**src/rtl/wheel_encoder_frame_receiver_unit_assert.svh**
```systemverilog
// Assertion helpers shared by the receiver's modules.
// Each macro expects signals named clk and rst_n in the enclosing module.
`ifndef WHEEL_ENCODER_FRAME_RECEIVER_UNIT_ASSERT_SVH
`define WHEEL_ENCODER_FRAME_RECEIVER_UNIT_ASSERT_SVH

// Same-cycle implication, checked outside reset.
`define WEFR_ASSERT_IMPL(name, ante, cons, msg) \
    name: assert property (@(posedge clk) disable iff (!rst_n) (ante) |-> (cons)) \
        else $error(msg);

// Next-cycle implication, checked outside reset.
`define WEFR_ASSERT_NEXT(name, ante, cons, msg) \
    name: assert property (@(posedge clk) disable iff (!rst_n) (ante) |=> (cons)) \
        else $error(msg);

`endif

```
**src/rtl/wefr_pkg.sv**
```systemverilog
package wefr_pkg;

    localparam int BYTE_W   = 8;
    localparam int COUNT_W  = 16;
    localparam int RATE_W   = 10;
    localparam int DELTA_W  = 26;
    localparam int DIV_STEPS = DELTA_W;
    localparam int DIV_CNT_W = $clog2(DIV_STEPS);
    localparam int TX_IDX_W  = 3;
    localparam int CFG_IDX_W = 1;

    // Frame bytes and message types.
    localparam logic [BYTE_W-1:0] SYNC1_BYTE   = 8'h55;
    localparam logic [BYTE_W-1:0] SYNC2_BYTE   = 8'hAA;
    localparam logic [BYTE_W-1:0] TYPE_SPEED   = 8'h01;
    localparam logic [BYTE_W-1:0] TYPE_ERROR   = 8'hFF;
    localparam logic [BYTE_W-1:0] SPEED_MIN_LEN = 8'd5;
    localparam logic [BYTE_W-1:0] RST_LEN_BYTE = 8'h02;
    localparam logic [BYTE_W-1:0] RST_CMD_BYTE = 8'h05;
    localparam logic [BYTE_W-1:0] RST_ARG_BYTE = 8'h00;
    localparam logic [TX_IDX_W-1:0] TX_LAST_IDX = 3'd6;

    // Configuration register indexes.
    localparam logic [CFG_IDX_W-1:0] REG_SCALE_NUM = 1'd0;
    localparam logic [CFG_IDX_W-1:0] REG_SCALE_DEN = 1'd1;

    // Result kinds.
    localparam logic KIND_SPEED = 1'b0;
    localparam logic KIND_TX    = 1'b1;

    typedef enum logic [2:0] {
        PH_SYNC1,
        PH_SYNC2,
        PH_LEN,
        PH_SEQ,
        PH_PAYLOAD,
        PH_CHECK
    } phase_t;

    typedef enum logic [2:0] {
        BK_IDLE,
        BK_MUL,
        BK_LOAD,
        BK_DIV,
        BK_EMIT,
        BK_TX
    } bk_state_t;

    typedef enum logic {
        CMD_SPEED,
        CMD_RESET
    } cmd_kind_t;

    typedef struct packed {
        cmd_kind_t          kind;
        logic [COUNT_W-1:0] left_count;
        logic [COUNT_W-1:0] right_count;
    } cmd_t;

    typedef struct packed {
        logic               kind;
        logic [DELTA_W-1:0] left_delta;
        logic [DELTA_W-1:0] right_delta;
        logic [BYTE_W-1:0]  tx_byte;
        logic               last;
    } result_t;

    // Byte idx of the reset frame 55 AA 02 seq 05 00 check.
    function automatic logic [BYTE_W-1:0] tx_frame_byte(
        input logic [TX_IDX_W-1:0] idx,
        input logic [BYTE_W-1:0]   seq
    );
        logic [BYTE_W-1:0] b;
        case (idx)
            3'd0:    b = SYNC1_BYTE;
            3'd1:    b = SYNC2_BYTE;
            3'd2:    b = RST_LEN_BYTE;
            3'd3:    b = seq;
            3'd4:    b = RST_CMD_BYTE;
            3'd5:    b = RST_ARG_BYTE;
            3'd6:    b = SYNC1_BYTE ^ SYNC2_BYTE ^ RST_LEN_BYTE ^ seq
                         ^ RST_CMD_BYTE ^ RST_ARG_BYTE;
            default: b = '0;
        endcase
        return b;
    endfunction

endpackage

```
**src/rtl/wefr_front.sv**
```systemverilog
module wefr_front import wefr_pkg::*; (
    input  logic              clk,
    input  logic              rst_n,
    input  logic              rx_valid,
    output logic              rx_ready,
    input  logic [BYTE_W-1:0] rx_byte,
    input  logic              q_full,
    output logic              push,
    output cmd_t              push_cmd
);

    localparam logic [BYTE_W-1:0] LAST_SPEED_POS = 8'd4;

    phase_t            phase_reg, phase_next;
    logic [BYTE_W-1:0] len_reg, len_next;
    logic [BYTE_W-1:0] count_reg, count_next;
    logic [BYTE_W-1:0] check_reg, check_next;
    logic [BYTE_W-1:0] type_reg, type_next;
    logic [BYTE_W-1:0] speed_reg [4];
    logic [BYTE_W-1:0] speed_next [4];
    logic              accept;
    logic [1:0]        speed_idx;
    logic [BYTE_W-1:0] count_inc;

    assign rx_ready  = !q_full;
    assign accept    = rx_valid && !q_full;
    assign speed_idx = 2'(count_reg - 8'd1);
    assign count_inc = count_reg + 8'd1;

    always_ff @(posedge clk or negedge rst_n) begin
        if (!rst_n) begin
            phase_reg <= PH_SYNC1;
            len_reg   <= '0;
            count_reg <= '0;
            check_reg <= '0;
            type_reg  <= '0;
        end else begin
            phase_reg <= phase_next;
            len_reg   <= len_next;
            count_reg <= count_next;
            check_reg <= check_next;
            type_reg  <= type_next;
        end
    end

    always_ff @(posedge clk) begin
        speed_reg <= speed_next;
    end

    always_comb begin
        phase_next = phase_reg;
        len_next   = len_reg;
        count_next = count_reg;
        check_next = check_reg;
        type_next  = type_reg;
        speed_next = speed_reg;
        push       = 1'b0;
        push_cmd.kind        = CMD_SPEED;
        push_cmd.left_count  = {speed_reg[0], speed_reg[1]};
        push_cmd.right_count = {speed_reg[2], speed_reg[3]};

        if (accept) begin
            case (phase_reg)
                PH_SYNC1: begin
                    if (rx_byte == SYNC1_BYTE) begin
                        check_next = rx_byte;
                        phase_next = PH_SYNC2;
                    end
                end
                PH_SYNC2: begin
                    if (rx_byte == SYNC2_BYTE) begin
                        check_next = check_reg ^ rx_byte;
                        phase_next = PH_LEN;
                    end else begin
                        phase_next = PH_SYNC1;
                    end
                end
                PH_LEN: begin
                    check_next = check_reg ^ rx_byte;
                    len_next   = rx_byte;
                    count_next = '0;
                    type_next  = '0;
                    phase_next = PH_SEQ;
                end
                PH_SEQ: begin
                    check_next = check_reg ^ rx_byte;
                    phase_next = (len_reg == '0) ? PH_CHECK : PH_PAYLOAD;
                end
                PH_PAYLOAD: begin
                    check_next = check_reg ^ rx_byte;
                    if (count_reg == '0) begin
                        type_next = rx_byte;
                    end else if (count_reg <= LAST_SPEED_POS) begin
                        speed_next[speed_idx] = rx_byte;
                    end
                    count_next = count_inc;
                    if (count_inc == len_reg) begin
                        phase_next = PH_CHECK;
                    end
                end
                PH_CHECK: begin
                    phase_next = PH_SYNC1;
                    if (rx_byte == check_reg) begin
                        if (type_reg == TYPE_SPEED && len_reg >= SPEED_MIN_LEN) begin
                            push = 1'b1;
                        end else if (type_reg == TYPE_ERROR) begin
                            push          = 1'b1;
                            push_cmd.kind = CMD_RESET;
                        end
                    end
                end
                default: begin
                    phase_next = PH_SYNC1;
                end
            endcase
        end
    end

endmodule

```
**src/rtl/wefr_queue.sv**
```systemverilog
`include "wheel_encoder_frame_receiver_unit_assert.svh"

module wefr_queue import wefr_pkg::*; #(
    parameter int DEPTH = 2
) (
    input  logic clk,
    input  logic rst_n,
    input  logic push,
    input  cmd_t push_cmd,
    output logic full,
    input  logic pop,
    output cmd_t head_cmd,
    output logic empty
);

    localparam int PTR_W = (DEPTH > 1) ? $clog2(DEPTH) : 1;
    localparam int CNT_W = $clog2(DEPTH + 1);
    localparam logic [PTR_W-1:0] LAST_PTR = PTR_W'(DEPTH - 1);
    localparam logic [CNT_W-1:0] FULL_CNT = CNT_W'(DEPTH);

    cmd_t             mem_reg [DEPTH];
    logic [PTR_W-1:0] wr_ptr_reg, wr_ptr_next;
    logic [PTR_W-1:0] rd_ptr_reg, rd_ptr_next;
    logic [CNT_W-1:0] cnt_reg, cnt_next;

    assign full     = (cnt_reg == FULL_CNT);
    assign empty    = (cnt_reg == '0);
    assign head_cmd = mem_reg[rd_ptr_reg];

    always_comb begin
        wr_ptr_next = wr_ptr_reg;
        rd_ptr_next = rd_ptr_reg;
        cnt_next    = cnt_reg;
        if (push) begin
            wr_ptr_next = (wr_ptr_reg == LAST_PTR) ? '0 : wr_ptr_reg + 1'b1;
        end
        if (pop) begin
            rd_ptr_next = (rd_ptr_reg == LAST_PTR) ? '0 : rd_ptr_reg + 1'b1;
        end
        if (push && !pop) begin
            cnt_next = cnt_reg + 1'b1;
        end else if (pop && !push) begin
            cnt_next = cnt_reg - 1'b1;
        end
    end

    always_ff @(posedge clk or negedge rst_n) begin
        if (!rst_n) begin
            wr_ptr_reg <= '0;
            rd_ptr_reg <= '0;
            cnt_reg    <= '0;
        end else begin
            wr_ptr_reg <= wr_ptr_next;
            rd_ptr_reg <= rd_ptr_next;
            cnt_reg    <= cnt_next;
        end
    end

    always_ff @(posedge clk) begin
        if (push) begin
            mem_reg[wr_ptr_reg] <= push_cmd;
        end
    end

    `WEFR_ASSERT_IMPL(a_no_push_when_full, push, !full || pop, "queue written while full")
    `WEFR_ASSERT_IMPL(a_no_pop_when_empty, pop, !empty, "queue read while empty")
    `WEFR_ASSERT_NEXT(a_count_tracks, push && !pop, cnt_reg == $past(cnt_reg) + 1'b1, "queue count did not advance")

endmodule

```
**src/rtl/wefr_div.sv**
```systemverilog
module wefr_div import wefr_pkg::*; (
    input  logic               clk,
    input  logic               rst_n,
    input  logic               start,
    input  logic [DELTA_W-1:0] dividend,
    input  logic [RATE_W-1:0]  divisor,
    output logic               done,
    output logic [DELTA_W-1:0] quotient
);

    localparam logic [DIV_CNT_W-1:0] FIRST_CNT = DIV_CNT_W'(DIV_STEPS - 1);

    logic                 busy_reg, busy_next;
    logic [DIV_CNT_W-1:0] cnt_reg, cnt_next;
    logic [DELTA_W-1:0]   q_reg, q_next;
    logic [RATE_W-1:0]    r_reg, r_next;
    logic [RATE_W:0]      trial;
    logic [RATE_W:0]      diff;
    logic                 fits;

    assign trial    = {r_reg, q_reg[DELTA_W-1]};
    assign diff     = trial - {1'b0, divisor};
    assign fits     = (trial >= {1'b0, divisor});
    assign done     = busy_reg && (cnt_reg == '0);
    assign quotient = q_reg;

    // Restoring division, one quotient bit per cycle.
    always_comb begin
        busy_next = busy_reg;
        cnt_next  = cnt_reg;
        q_next    = q_reg;
        r_next    = r_reg;
        if (start) begin
            busy_next = 1'b1;
            cnt_next  = FIRST_CNT;
            q_next    = dividend;
            r_next    = '0;
        end else if (busy_reg) begin
            q_next = {q_reg[DELTA_W-2:0], fits};
            r_next = fits ? diff[RATE_W-1:0] : trial[RATE_W-1:0];
            if (cnt_reg == '0) begin
                busy_next = 1'b0;
            end else begin
                cnt_next = cnt_reg - 1'b1;
            end
        end
    end

    always_ff @(posedge clk or negedge rst_n) begin
        if (!rst_n) begin
            busy_reg <= 1'b0;
            cnt_reg  <= '0;
        end else begin
            busy_reg <= busy_next;
            cnt_reg  <= cnt_next;
        end
    end

    always_ff @(posedge clk) begin
        q_reg <= q_next;
        r_reg <= r_next;
    end

endmodule

```
**src/rtl/wefr_back.sv**
```systemverilog
`include "wheel_encoder_frame_receiver_unit_assert.svh"

module wefr_back import wefr_pkg::*; (
    input  logic              clk,
    input  logic              rst_n,
    input  logic [RATE_W-1:0] scale_num,
    input  logic [RATE_W-1:0] scale_den,
    input  logic              q_empty,
    input  cmd_t              head_cmd,
    output logic              q_pop,
    output logic              res_valid,
    input  logic              res_ready,
    output result_t           res
);

    localparam int PROD_W = COUNT_W + RATE_W + 1;

    bk_state_t           state_reg, state_next;
    cmd_t                cmd_reg, cmd_next;
    logic [COUNT_W-1:0]  left_count_reg, left_count_next;
    logic [COUNT_W-1:0]  right_count_reg, right_count_next;
    logic [BYTE_W-1:0]   tx_seq_reg, tx_seq_next;
    logic [TX_IDX_W-1:0] tx_idx_reg, tx_idx_next;
    logic [DELTA_W-1:0]  mag_l_reg, mag_l_next;
    logic [DELTA_W-1:0]  mag_r_reg, mag_r_next;
    logic                neg_l_reg, neg_l_next;
    logic                neg_r_reg, neg_r_next;
    logic                out_valid_reg, out_valid_next;
    result_t             out_reg, out_next;

    logic signed [COUNT_W-1:0] delta_l, delta_r;
    logic signed [PROD_W-1:0]  prod_l, prod_r;
    logic                      slot_free;
    logic                      div_start;
    logic                      done_l, done_r;
    logic [DELTA_W-1:0]        quot_l, quot_r;
    logic [DELTA_W-1:0]        signed_l, signed_r;

    assign delta_l   = $signed(cmd_reg.left_count - left_count_reg);
    assign delta_r   = $signed(cmd_reg.right_count - right_count_reg);
    assign prod_l    = delta_l * $signed({1'b0, scale_num});
    assign prod_r    = delta_r * $signed({1'b0, scale_num});
    assign slot_free = !out_valid_reg || res_ready;
    assign div_start = (state_reg == BK_LOAD);
    assign signed_l  = neg_l_reg ? (~quot_l + 1'b1) : quot_l;
    assign signed_r  = neg_r_reg ? (~quot_r + 1'b1) : quot_r;
    assign res_valid = out_valid_reg;
    assign res       = out_reg;

    wefr_div u_div_left (
        .clk      (clk),
        .rst_n    (rst_n),
        .start    (div_start),
        .dividend (mag_l_reg),
        .divisor  (scale_den),
        .done     (done_l),
        .quotient (quot_l)
    );

    wefr_div u_div_right (
        .clk      (clk),
        .rst_n    (rst_n),
        .start    (div_start),
        .dividend (mag_r_reg),
        .divisor  (scale_den),
        .done     (done_r),
        .quotient (quot_r)
    );

    always_ff @(posedge clk or negedge rst_n) begin
        if (!rst_n) begin
            state_reg       <= BK_IDLE;
            left_count_reg  <= '0;
            right_count_reg <= '0;
            tx_seq_reg      <= '0;
            tx_idx_reg      <= '0;
            out_valid_reg   <= 1'b0;
        end else begin
            state_reg       <= state_next;
            left_count_reg  <= left_count_next;
            right_count_reg <= right_count_next;
            tx_seq_reg      <= tx_seq_next;
            tx_idx_reg      <= tx_idx_next;
            out_valid_reg   <= out_valid_next;
        end
    end

    always_ff @(posedge clk) begin
        cmd_reg   <= cmd_next;
        mag_l_reg <= mag_l_next;
        mag_r_reg <= mag_r_next;
        neg_l_reg <= neg_l_next;
        neg_r_reg <= neg_r_next;
        out_reg   <= out_next;
    end

    always_comb begin
        state_next       = state_reg;
        cmd_next         = cmd_reg;
        left_count_next  = left_count_reg;
        right_count_next = right_count_reg;
        tx_seq_next      = tx_seq_reg;
        tx_idx_next      = tx_idx_reg;
        mag_l_next       = mag_l_reg;
        mag_r_next       = mag_r_reg;
        neg_l_next       = neg_l_reg;
        neg_r_next       = neg_r_reg;
        out_next         = out_reg;
        out_valid_next   = out_valid_reg && !res_ready;
        q_pop            = 1'b0;

        case (state_reg)
            BK_IDLE: begin
                if (!q_empty) begin
                    q_pop       = 1'b1;
                    cmd_next    = head_cmd;
                    tx_idx_next = '0;
                    state_next  = (head_cmd.kind == CMD_SPEED) ? BK_MUL : BK_TX;
                end
            end
            BK_MUL: begin
                // Work on magnitudes so that the division truncates toward zero.
                neg_l_next = prod_l[PROD_W-1];
                neg_r_next = prod_r[PROD_W-1];
                mag_l_next = prod_l[PROD_W-1] ? (~prod_l[DELTA_W-1:0] + 1'b1)
                                              : prod_l[DELTA_W-1:0];
                mag_r_next = prod_r[PROD_W-1] ? (~prod_r[DELTA_W-1:0] + 1'b1)
                                              : prod_r[DELTA_W-1:0];
                left_count_next  = cmd_reg.left_count;
                right_count_next = cmd_reg.right_count;
                state_next       = BK_LOAD;
            end
            BK_LOAD: begin
                state_next = BK_DIV;
            end
            BK_DIV: begin
                if (done_l) begin
                    state_next = BK_EMIT;
                end
            end
            BK_EMIT: begin
                if (slot_free) begin
                    out_valid_next       = 1'b1;
                    out_next.kind        = KIND_SPEED;
                    out_next.left_delta  = (scale_den == '0) ? '0 : signed_l;
                    out_next.right_delta = (scale_den == '0) ? '0 : signed_r;
                    out_next.tx_byte     = '0;
                    out_next.last        = 1'b1;
                    state_next           = BK_IDLE;
                end
            end
            BK_TX: begin
                if (slot_free) begin
                    out_valid_next       = 1'b1;
                    out_next.kind        = KIND_TX;
                    out_next.left_delta  = '0;
                    out_next.right_delta = '0;
                    out_next.tx_byte     = tx_frame_byte(tx_idx_reg, tx_seq_reg);
                    out_next.last        = (tx_idx_reg == TX_LAST_IDX);
                    tx_idx_next          = tx_idx_reg + 1'b1;
                    if (tx_idx_reg == TX_LAST_IDX) begin
                        tx_seq_next = tx_seq_reg + 1'b1;
                        state_next  = BK_IDLE;
                    end
                end
            end
            default: begin
                state_next = BK_IDLE;
            end
        endcase
    end

    `WEFR_ASSERT_IMPL(a_pop_only_idle, q_pop, state_reg == BK_IDLE, "command taken while busy")
    `WEFR_ASSERT_IMPL(a_lanes_in_step, 1'b1, done_l == done_r, "divider lanes out of step")
    `WEFR_ASSERT_IMPL(a_done_in_div, done_l, state_reg == BK_DIV, "divider finished outside its wait")
    `WEFR_ASSERT_IMPL(a_speed_is_last, out_valid_reg && out_reg.kind == KIND_SPEED, out_reg.last, "speed word not marked last")

endmodule

```
**src/rtl/wheel_encoder_frame_receiver_unit.sv**
```systemverilog
// Wheel encoder frame receiver. Received serial bytes come in one word at a time on the
// slave stream and are parsed into frames of the form 0x55, 0xAA, length, sequence, payload
// (first byte the message type) and an XOR check byte; frames whose check fails are dropped
// without trace. A valid speed frame (type 0x01, length of at least five) yields one word of
// kind 0 carrying both wheels' wrapped 16-bit count changes, each multiplied by the scale
// numerator register and divided by the scale denominator register, truncated toward zero
// (zero when the denominator is zero). A valid error frame (type 0xFF) yields seven words of
// kind 1, the bytes of a reset frame to transmit, with a sequence number that counts up per
// reset frame. tlast marks the final word caused by an input byte. Input bytes are taken one
// per cycle as long as the command queue between the parser and the execution side has room.
// A speed frame takes the execution side through taking the command, multiplying, loading
// and running the restoring divider, and emitting; a reset frame takes the command and then
// emits one byte per cycle when the output is not stalled. The output word sits in a register
// of its own, so the next result is prepared while the previous one waits.
module wheel_encoder_frame_receiver_unit import wefr_pkg::*; #(
    // Frame commands that may wait between the parser and the execution side.
    parameter int QUEUE_DEPTH = 2
) (
    input  logic                 clk,
    input  logic                 rst_n,

    // Received bytes. tdata: [7:0] rx_byte.
    input  logic                 s_axis_tvalid,
    output logic                 s_axis_tready,
    input  logic [7:0]           s_axis_tdata,

    // Results. tdata: [25:0] left_delta, [51:26] right_delta, [59:52] tx_byte,
    // [63:60] zero. tuser: [0] kind. tlast: last.
    output logic                 m_axis_tvalid,
    input  logic                 m_axis_tready,
    output logic [63:0]          m_axis_tdata,
    output logic [0:0]           m_axis_tuser,
    output logic                 m_axis_tlast,

    // Register writes: index 0 scale numerator, index 1 scale denominator.
    input  logic                 cfg_we,
    input  logic [CFG_IDX_W-1:0] cfg_index,
    input  logic [RATE_W-1:0]    cfg_data
);

    localparam int PAD_W = 64 - (2 * DELTA_W + BYTE_W);

    logic [RATE_W-1:0] scale_num_reg;
    logic [RATE_W-1:0] scale_den_reg;
    logic              q_full;
    logic              q_empty;
    logic              q_push;
    logic              q_pop;
    cmd_t              push_cmd;
    cmd_t              head_cmd;
    result_t           res;

    // The user must write the rate registers only while nothing is in flight; the block does not enforce this.
    always_ff @(posedge clk or negedge rst_n) begin
        if (!rst_n) begin
            scale_num_reg <= 10'd10;
            scale_den_reg <= 10'd50;
        end else if (cfg_we) begin
            case (cfg_index)
                REG_SCALE_NUM: scale_num_reg <= cfg_data;
                REG_SCALE_DEN: scale_den_reg <= cfg_data;
                default:       ;
            endcase
        end
    end

    // Front: frame parser, pushes one command per valid frame that causes any result.
    wefr_front u_front (
        .clk      (clk),
        .rst_n    (rst_n),
        .rx_valid (s_axis_tvalid),
        .rx_ready (s_axis_tready),
        .rx_byte  (s_axis_tdata),
        .q_full   (q_full),
        .push     (q_push),
        .push_cmd (push_cmd)
    );

    wefr_queue #(
        .DEPTH (QUEUE_DEPTH)
    ) u_queue (
        .clk      (clk),
        .rst_n    (rst_n),
        .push     (q_push),
        .push_cmd (push_cmd),
        .full     (q_full),
        .pop      (q_pop),
        .head_cmd (head_cmd),
        .empty    (q_empty)
    );

    // Back: delta scaling and reset frame generation, with the output register.
    wefr_back u_back (
        .clk          (clk),
        .rst_n        (rst_n),
        .scale_num    (scale_num_reg),
        .scale_den    (scale_den_reg),
        .q_empty      (q_empty),
        .head_cmd     (head_cmd),
        .q_pop        (q_pop),
        .res_valid    (m_axis_tvalid),
        .res_ready    (m_axis_tready),
        .res          (res)
    );

    assign m_axis_tdata = {{PAD_W{1'b0}}, res.tx_byte, res.right_delta, res.left_delta};
    assign m_axis_tuser = res.kind;
    assign m_axis_tlast = res.last;

endmodule
```
**config.mk**
```make
export PLATFORM = sky130hd
export DESIGN_NAME = wheel_encoder_frame_receiver_unit
export DESIGN_NICKNAME = d
export VERILOG_FILES = /design/src/rtl/wefr_pkg.sv /design/src/rtl/wefr_front.sv /design/src/rtl/wefr_queue.sv /design/src/rtl/wefr_div.sv /design/src/rtl/wefr_back.sv /design/src/rtl/wheel_encoder_frame_receiver_unit.sv
export VERILOG_INCLUDE_DIRS = /design/src /design/src/rtl
export SDC_FILE = /design/constraint.sdc
export NUM_CORES = 2
export LEC_CHECK = 0
export ABC_AREA = 1
export BUFFER_PORTS_ARGS = -buffer_cell sky130_fd_sc_hd__buf_4
export CORE_MARGIN = 2
export CORE_UTILIZATION = 43
export DETAILED_ROUTE_END_ITERATION = 6
export PLACE_DENSITY_LB_ADDON = 0.25
export SLEW_MARGIN = 20
export SYNTH_ARGS = -nofsm -noshare
export SYNTH_HDL_FRONTEND = slang
export SYNTH_SLANG_ARGS = --single-unit
```
**constraint.sdc**
```tcl
create_clock -name clk -period 9.9 [get_ports clk]
set_clock_uncertainty 0.15 [all_clocks]
set_input_delay 0.99 -clock clk [delete_from_list [all_inputs] [get_ports clk]]
set_output_delay 0.99 -clock clk [all_outputs]
set_load 0.05 [all_outputs]
```
# After elaboration in Yosys (flattened, before gate mapping)
# Memory sizes are Yosys's and may differ from the RTL's.
# Cells that the tools add are included.
dict set report classes {
  add_sub_neg 18
  n_div 0
  mul 2
  n_reduce_logical 46
  n_mux 71
  n_bitwise 11
  eq_ne 33
  magnitude_cmp 6
  shifts 0
}
# operator n
set ops {}
lappend ops {{$mux 26} 10}
lappend ops {{$mux 62} 2}
lappend ops {{$pmux 62 s2} 1}
lappend ops {{$add 26x1->26 const B} 4}
lappend ops {{$not 26->26} 4}
lappend ops {{$mul 16x11->27} 2}
lappend ops {{$pmux 8 s6} 1}
lappend ops {{$bwmux 32} 1}
lappend ops {{$mux 8} 4}
lappend ops {{$pmux 8 s2} 2}
lappend ops {{$sub 16x16->16} 2}
lappend ops {{$mux 3} 10}
lappend ops {{$mux 5} 6}
lappend ops {{$mux 1} 24}
lappend ops {{$pmux 8 s3} 1}
lappend ops {{$ge 11x10->1} 2}
lappend ops {{$mux 10} 2}
lappend ops {{$ne 2x1->1 const B} 10}
lappend ops {{$sub 10x10->10} 2}
lappend ops {{$eq 3x2->1 const B} 6}
lappend ops {{$eq 3x3->1 const B} 6}
lappend ops {{$pmux 3 s6} 1}
lappend ops {{$add 8x1->8 const B} 2}
lappend ops {{$demux 8 s2} 1}
lappend ops {{other kinds (40)} 81}
dict set report totals {
  mem_bits_ro 0
  ram_bits 66
  out_inout_bits 68
  register_bits 370
  latchBits 0
  inputBits 24
  wordCells 227
  mem_count 1
}
# memory words word_bits rd rd_clocked_by_memory_dff write_ports line
set mem_list {}
lappend mem_list {u_queue.mem_reg 2 33 1 0 1 wefr_queue.sv:21} ;# cmd_t mem_reg [DEPTH];

# Depth between registers and ports, before layout
dict set report logic_depth {
  ltp_word 10
  ltp_mapped 44
  mapped_depth_nobuf 43
}

# By module
# From an unflattened synthesis, not the netlist that was laid out.
dict set report unflattened {
  hier_cells 4338
  hier_area_um2 36009.5
}
# module seq_area_each_um2 n_inst cells_per_inst area_per_inst_um2
set modules_own_cells {}
lappend modules_own_cells {wefr_back 5620.4 1 3141 24219.5}
lappend modules_own_cells {wefr_div 1131.1 2 327 2519.9}
lappend modules_own_cells {wefr_front 1836.8 1 323 3161.8}
lappend modules_own_cells {wefr_queue 2082.0 1 128 2740.1}
lappend modules_own_cells {wheel_encoder_frame_receiver_unit 506.7 1 92 848.3}

# Worst setup path before layout
# OpenSTA, ideal clock, no wires.
dict set report synth_path {
  path_type {flip-flop to flip-flop}
  from {register u_back.cmd_reg[2] in the netlist's numbering}
  to {register u_back.mag_r_reg[19], data pin}
  arrival_ns 6.527
  t_required_ns 9.501
  synth_period_minus_slack_ns 6.926
  stages_incl_launch_ff 36
  setup_slack_ns 2.974
  setup_ns 0.249
  path_buffers 2
  cell_sequence {edfxtp_1 > ha_1 > nand3_1 > nand2_1 > nand2_1 > nand2_1 > o21ai_1 > o21ai_2 > nand3_1 > nand2_1 > xor2_2 > nor2_1 > fa_1 > inv_1 > fa_1 > inv_1 > fa_1 > inv_1 > fa_1 > fa_1 > inv_1 > ha_1 > a21oi_1 > o21ai_0 > nor2_1 > nand2_2 > a21oi_2 > inv_1 > nand2_1 > nand2_1 > buf_6 > buf_6 > nand2_1 > nand2_1 > nand2_1 > inv_1}
}
dict set report synth_via {
  elab_chain_cells 5
}
# element line
set synth_lines {}
lappend synth_lines {{start, declared} wefr_back.sv:19} ;# cmd_t cmd_reg, cmd_next;
lappend synth_lines {{start signal, assigned} wefr_back.sv:89} ;# cmd_reg <= cmd_next;
lappend synth_lines {{$sub 16x16->16 *} wefr_back.sv:40} ;# assign delta_r = $signed(cmd_reg.right_count - right_count_reg);
lappend synth_lines {{$mul 16x11->27 *} wefr_back.sv:42} ;# assign prod_r = delta_r * $signed({1'b0, scale_num});
lappend synth_lines {{$not 26->26} wefr_back.sv:127} ;# mag_r_next = prod_r[PROD_W-1] ? (~prod_r[DELTA_W-1:0] + 1'b1)
lappend synth_lines {{$add 26x1->26} wefr_back.sv:127}
lappend synth_lines {{$mux 26 *} wefr_back.sv:127}
lappend synth_lines {{end signal, assigned} wefr_back.sv:91} ;# mag_r_reg <= mag_r_next;
lappend synth_lines {{end, declared} wefr_back.sv:25} ;# logic [DELTA_W-1:0] mag_r_reg, mag_r_next;
# Every way passes the cells marked *; elsewhere a longest branch is shown, timed or not.
# A chain may end at the register's enable or synchronous reset.

# Worst setup path after layout
dict set report layout_path {
  from {register u_back.cmd_reg[2] in the netlist's numbering}
  to {register u_back.mag_r_reg[11], data pin}
}
# Same word-level chain as after synthesis.

==> key figures <==
Setup path
  • Req. time, crit path: 10.07 ns
  • WS Path Type: flip-flop to flip-flop
  • CP peak stage delay: 0.76 ns
  • Startpoint class of the critical path: flip-flop
  • Worst reg-to-reg setup slack: 2.18 ns
  • Crit Path Max Fanout: 38
  • Slowest cell on crit path: fa_1
  • WP data arrival: between 7 and 8 ns
  • Cell mode on critical path: nand2_1
  • R2R depth: 30
  • Crit path capture type: flip-flop

Worst hold path
  • Worst Hold Class: flip-flop to flip-flop
  • Hold Path Stages: 0

Clock tree
  • CTS Root Cell: clkbuf_16
  • PostCTS Resize Cnt: 0
  • CTS tree: yes
  • Hold-fix buffers at CTS: 0
  • Setup Buffers After CTS: 0
  • Clock Latency Late Sink: 0.58 ns
  • Longest Clk Path Bufs: 3
  • H-tree depth: 2
  • Clock slew at reported path FFs: 0.06 ns
  • Clock sink total: 436
  • CTS Buf Count: 48

Global route
  • Largest net degree at the start of global routing: 87
  • Vias in the first global route: 25900
  • Overflow after GRT: 0
  • First-pass GRT wire length: 131000 um
  • Antenna violations before repair: 2
  • Tot GR Track Use: 19.4%

Route
  • Post-route ant nets: 0
  • Final WL: 78800 um
  • DR vias: 25800
  • Number of vias per cell: approximately 5
  • Wire per inst: 14.8 um
  • 1st-iter DRT viols: ~1500
  • DRT Pass-1 Iters: 5
  • Remaining routing DRC violations: 0

Synthesis
  • Share of the synthesized area in the top cell type: 25.7%
  • Most common cell in the netlist: nand2_1
  • Seq/Total Area, Yosys: between 30% and 40%
  • Cell variety after synth: 52
  • Synth Flop Type: edfxtp_1
  • Synth Instances: 4156
  • Top cells by count, synth: nand2_1 (1010), inv_1 (828), nor2_1 (380)
  • Syn avg cell area: 8.39 um2
  • Yosys reg bits: 436
  • Post-synth top area cell: edfxtp_1
  • Post-synth ARST share: 27.1%
  • Post-Syn Area: 34900 um2
  • Yosys warns: 0
  • Area contributors post-synth: edfxtp_1 (26%), fa_1 (17%), nand2_1 (11%)
  • Post-synth EDFFs: roughly 300

STA
  • Setup-failing EPs final: 0
  • Max Fclk: roughly 0.13 GHz
  • Hold Vio Cnt, Final: 0
  • Final setup TNS: 0 ns
  • Worst setup margin: around 2.2 ns
  • Period utilization: 78.0%
  • Worst slew pin tran: between 1 and 1.5 ns
  • Period minus WS final: between 7 and 8 ns
  • Final Max Tran Viols: 0
  • Slew HR: 27.6%
  • RSZ-0062 raised after global routing: false

Placement
  • # port buffers: 87
  • Placed cell area: approximately 37000 um2
  • Placed cell count: 5225
  • Pre-CTS WS: ~1.8 ns
  • DP HPWL: ~62000 um
  • Placer Congestion: around 0.88

Die
  • Rows: 104
  • Ports: 92
  • Die area: 83400 um2
  • Core Region: slightly above 80000 um2
  • DIE WIDTH: between 200 and 300 um
  • Initial Util: 43.4%
  • Die H: 289 um

Run
  • Max cap viols: 0

Cells and area
  • Ratio of cells with drive above 1 in the final layout: ~7%
  • Final instance area: 38200 um2
  • Non-filler cells, final: 5314
  • Area Overhead vs Synth: 9.62%
  • Max reg flops: 66
  • Nets: ~4700

Status
  • Status: finished, final reports clean
-- worst paths after layout --
kind	startpoint	end
max	u_back.cmd_reg[2]	u_back.mag_r_reg[11]
min	u_front.push_cmd[16]	u_queue.mem_reg[0][16]
max reg2reg	u_back.cmd_reg[2]	u_back.mag_r_reg[11]
min reg2reg	u_front.push_cmd[16]	u_queue.mem_reg[0][16]
max in group asynchronous	rst_n	u_back.u_div_right.cnt_reg[2]
min in group asynchronous	rst_n	u_back.left_count_reg[13]
-- worst max-delay path, delay by kind of cell, from the launching register on --
| kind | cells | cell delay, ns |
|---|---|---|
| xor gates and xnor gates | 2 | 0.56 |
| and+or+nand+nor | 12 | 1.62 |
| AOI/OAI and AO/OA | 5 | 0.71 |
| buffers and inverters | 4 | 0.30 |
| DFF | 1 | 0.40 |
| adders and majority gates | 7 | 3.72 |
-- per-layer routing --
layer,part of all wire (%),vias up,track usage [%]
met5,0.042,-,0
met4,2.1,4,4.74
met2,46,550,32.1
met3,5.5,104,3.18
li1,-,13100,-
met1,46,12100,26.6
-- metrics by stage --
stage	util, %	hold WS [ns]
finish	47.5	0.296
detailed placement	45.5	0.281
global placement	45.5	0.272
floorplan	-	0.271
CTS	47.5	0.293
global route	47.5	0.303
-- placed cells by master, fill, tap and decap left out, types with 6 or more instances in the layout --
cell type / synthesis / final
a21o_1: 6 / 6
a21oi_1: 124 / 124
a21oi_2: 8 / 8
a31oi_1: 7 / 6
buf_4: 7 / 106
clkbuf_1: 72 / 10
clkbuf_16: 0 / 49
clkbuf_8: 0 / 7
clkinv_1: 5 / 8
clkinv_2: 0 / 9
dfrtp_1: 113 / 113
dfxtp_1: 20 / 20
edfxtp_1: 298 / 298
fa_1: 294 / 294
ha_1: 193 / 193
inv_1: 828 / 827
inv_2: 10 / 10
nand2_1: 1010 / 1008
nand2_2: 20 / 22
nand3_1: 185 / 185
nand3_2: 7 / 7
nand3b_1: 18 / 18
nand4_1: 29 / 29
nor2_1: 380 / 376
nor2_2: 15 / 17
nor2_4: 6 / 8
nor3_1: 46 / 45
nor4_1: 9 / 9
o211ai_1: 29 / 29
o21a_1: 15 / 15
o21ai_0: 186 / 186
o21ai_1: 10 / 10
o21bai_1: 7 / 7
o22ai_1: 8 / 8
or2_2: 30 / 30
xnor2_1: 34 / 34
xor2_1: 74 / 74
-- kinds of logic (layout without fill, tap and decap cells) --
kind of cell | count (synthesis) | after routing | synth area share, %
flip-flops | 436 | 436 | 35.3
AND/OR/NAND/NOR | 1763 | 1763 | 21.1
AO/OA/AOI/OAI | 417 | 417 | 6.69
adder cells (fa/ha/maj) | 487 | 487 | 23.8
other | 1 | 5 | 0.0108
buffers and inverters | 943 | 1037 | 10.4
XOR/XNOR | 109 | 109 | 2.76
-- layout make-up --
cell class	count	area [um2]
diodes	1	2.50
clock buffers	66	1360
clock inverters	22	270
fillers	7802	42200
inverters	843	3160
multi-input cells	2780	19000
flip-flops and latches	436	12300
well taps	1060	1330
repair buffers	106	796
Power is not shown: default switching activity piles up to over one toggle a cycle in this logic, so the estimate is an artifact.
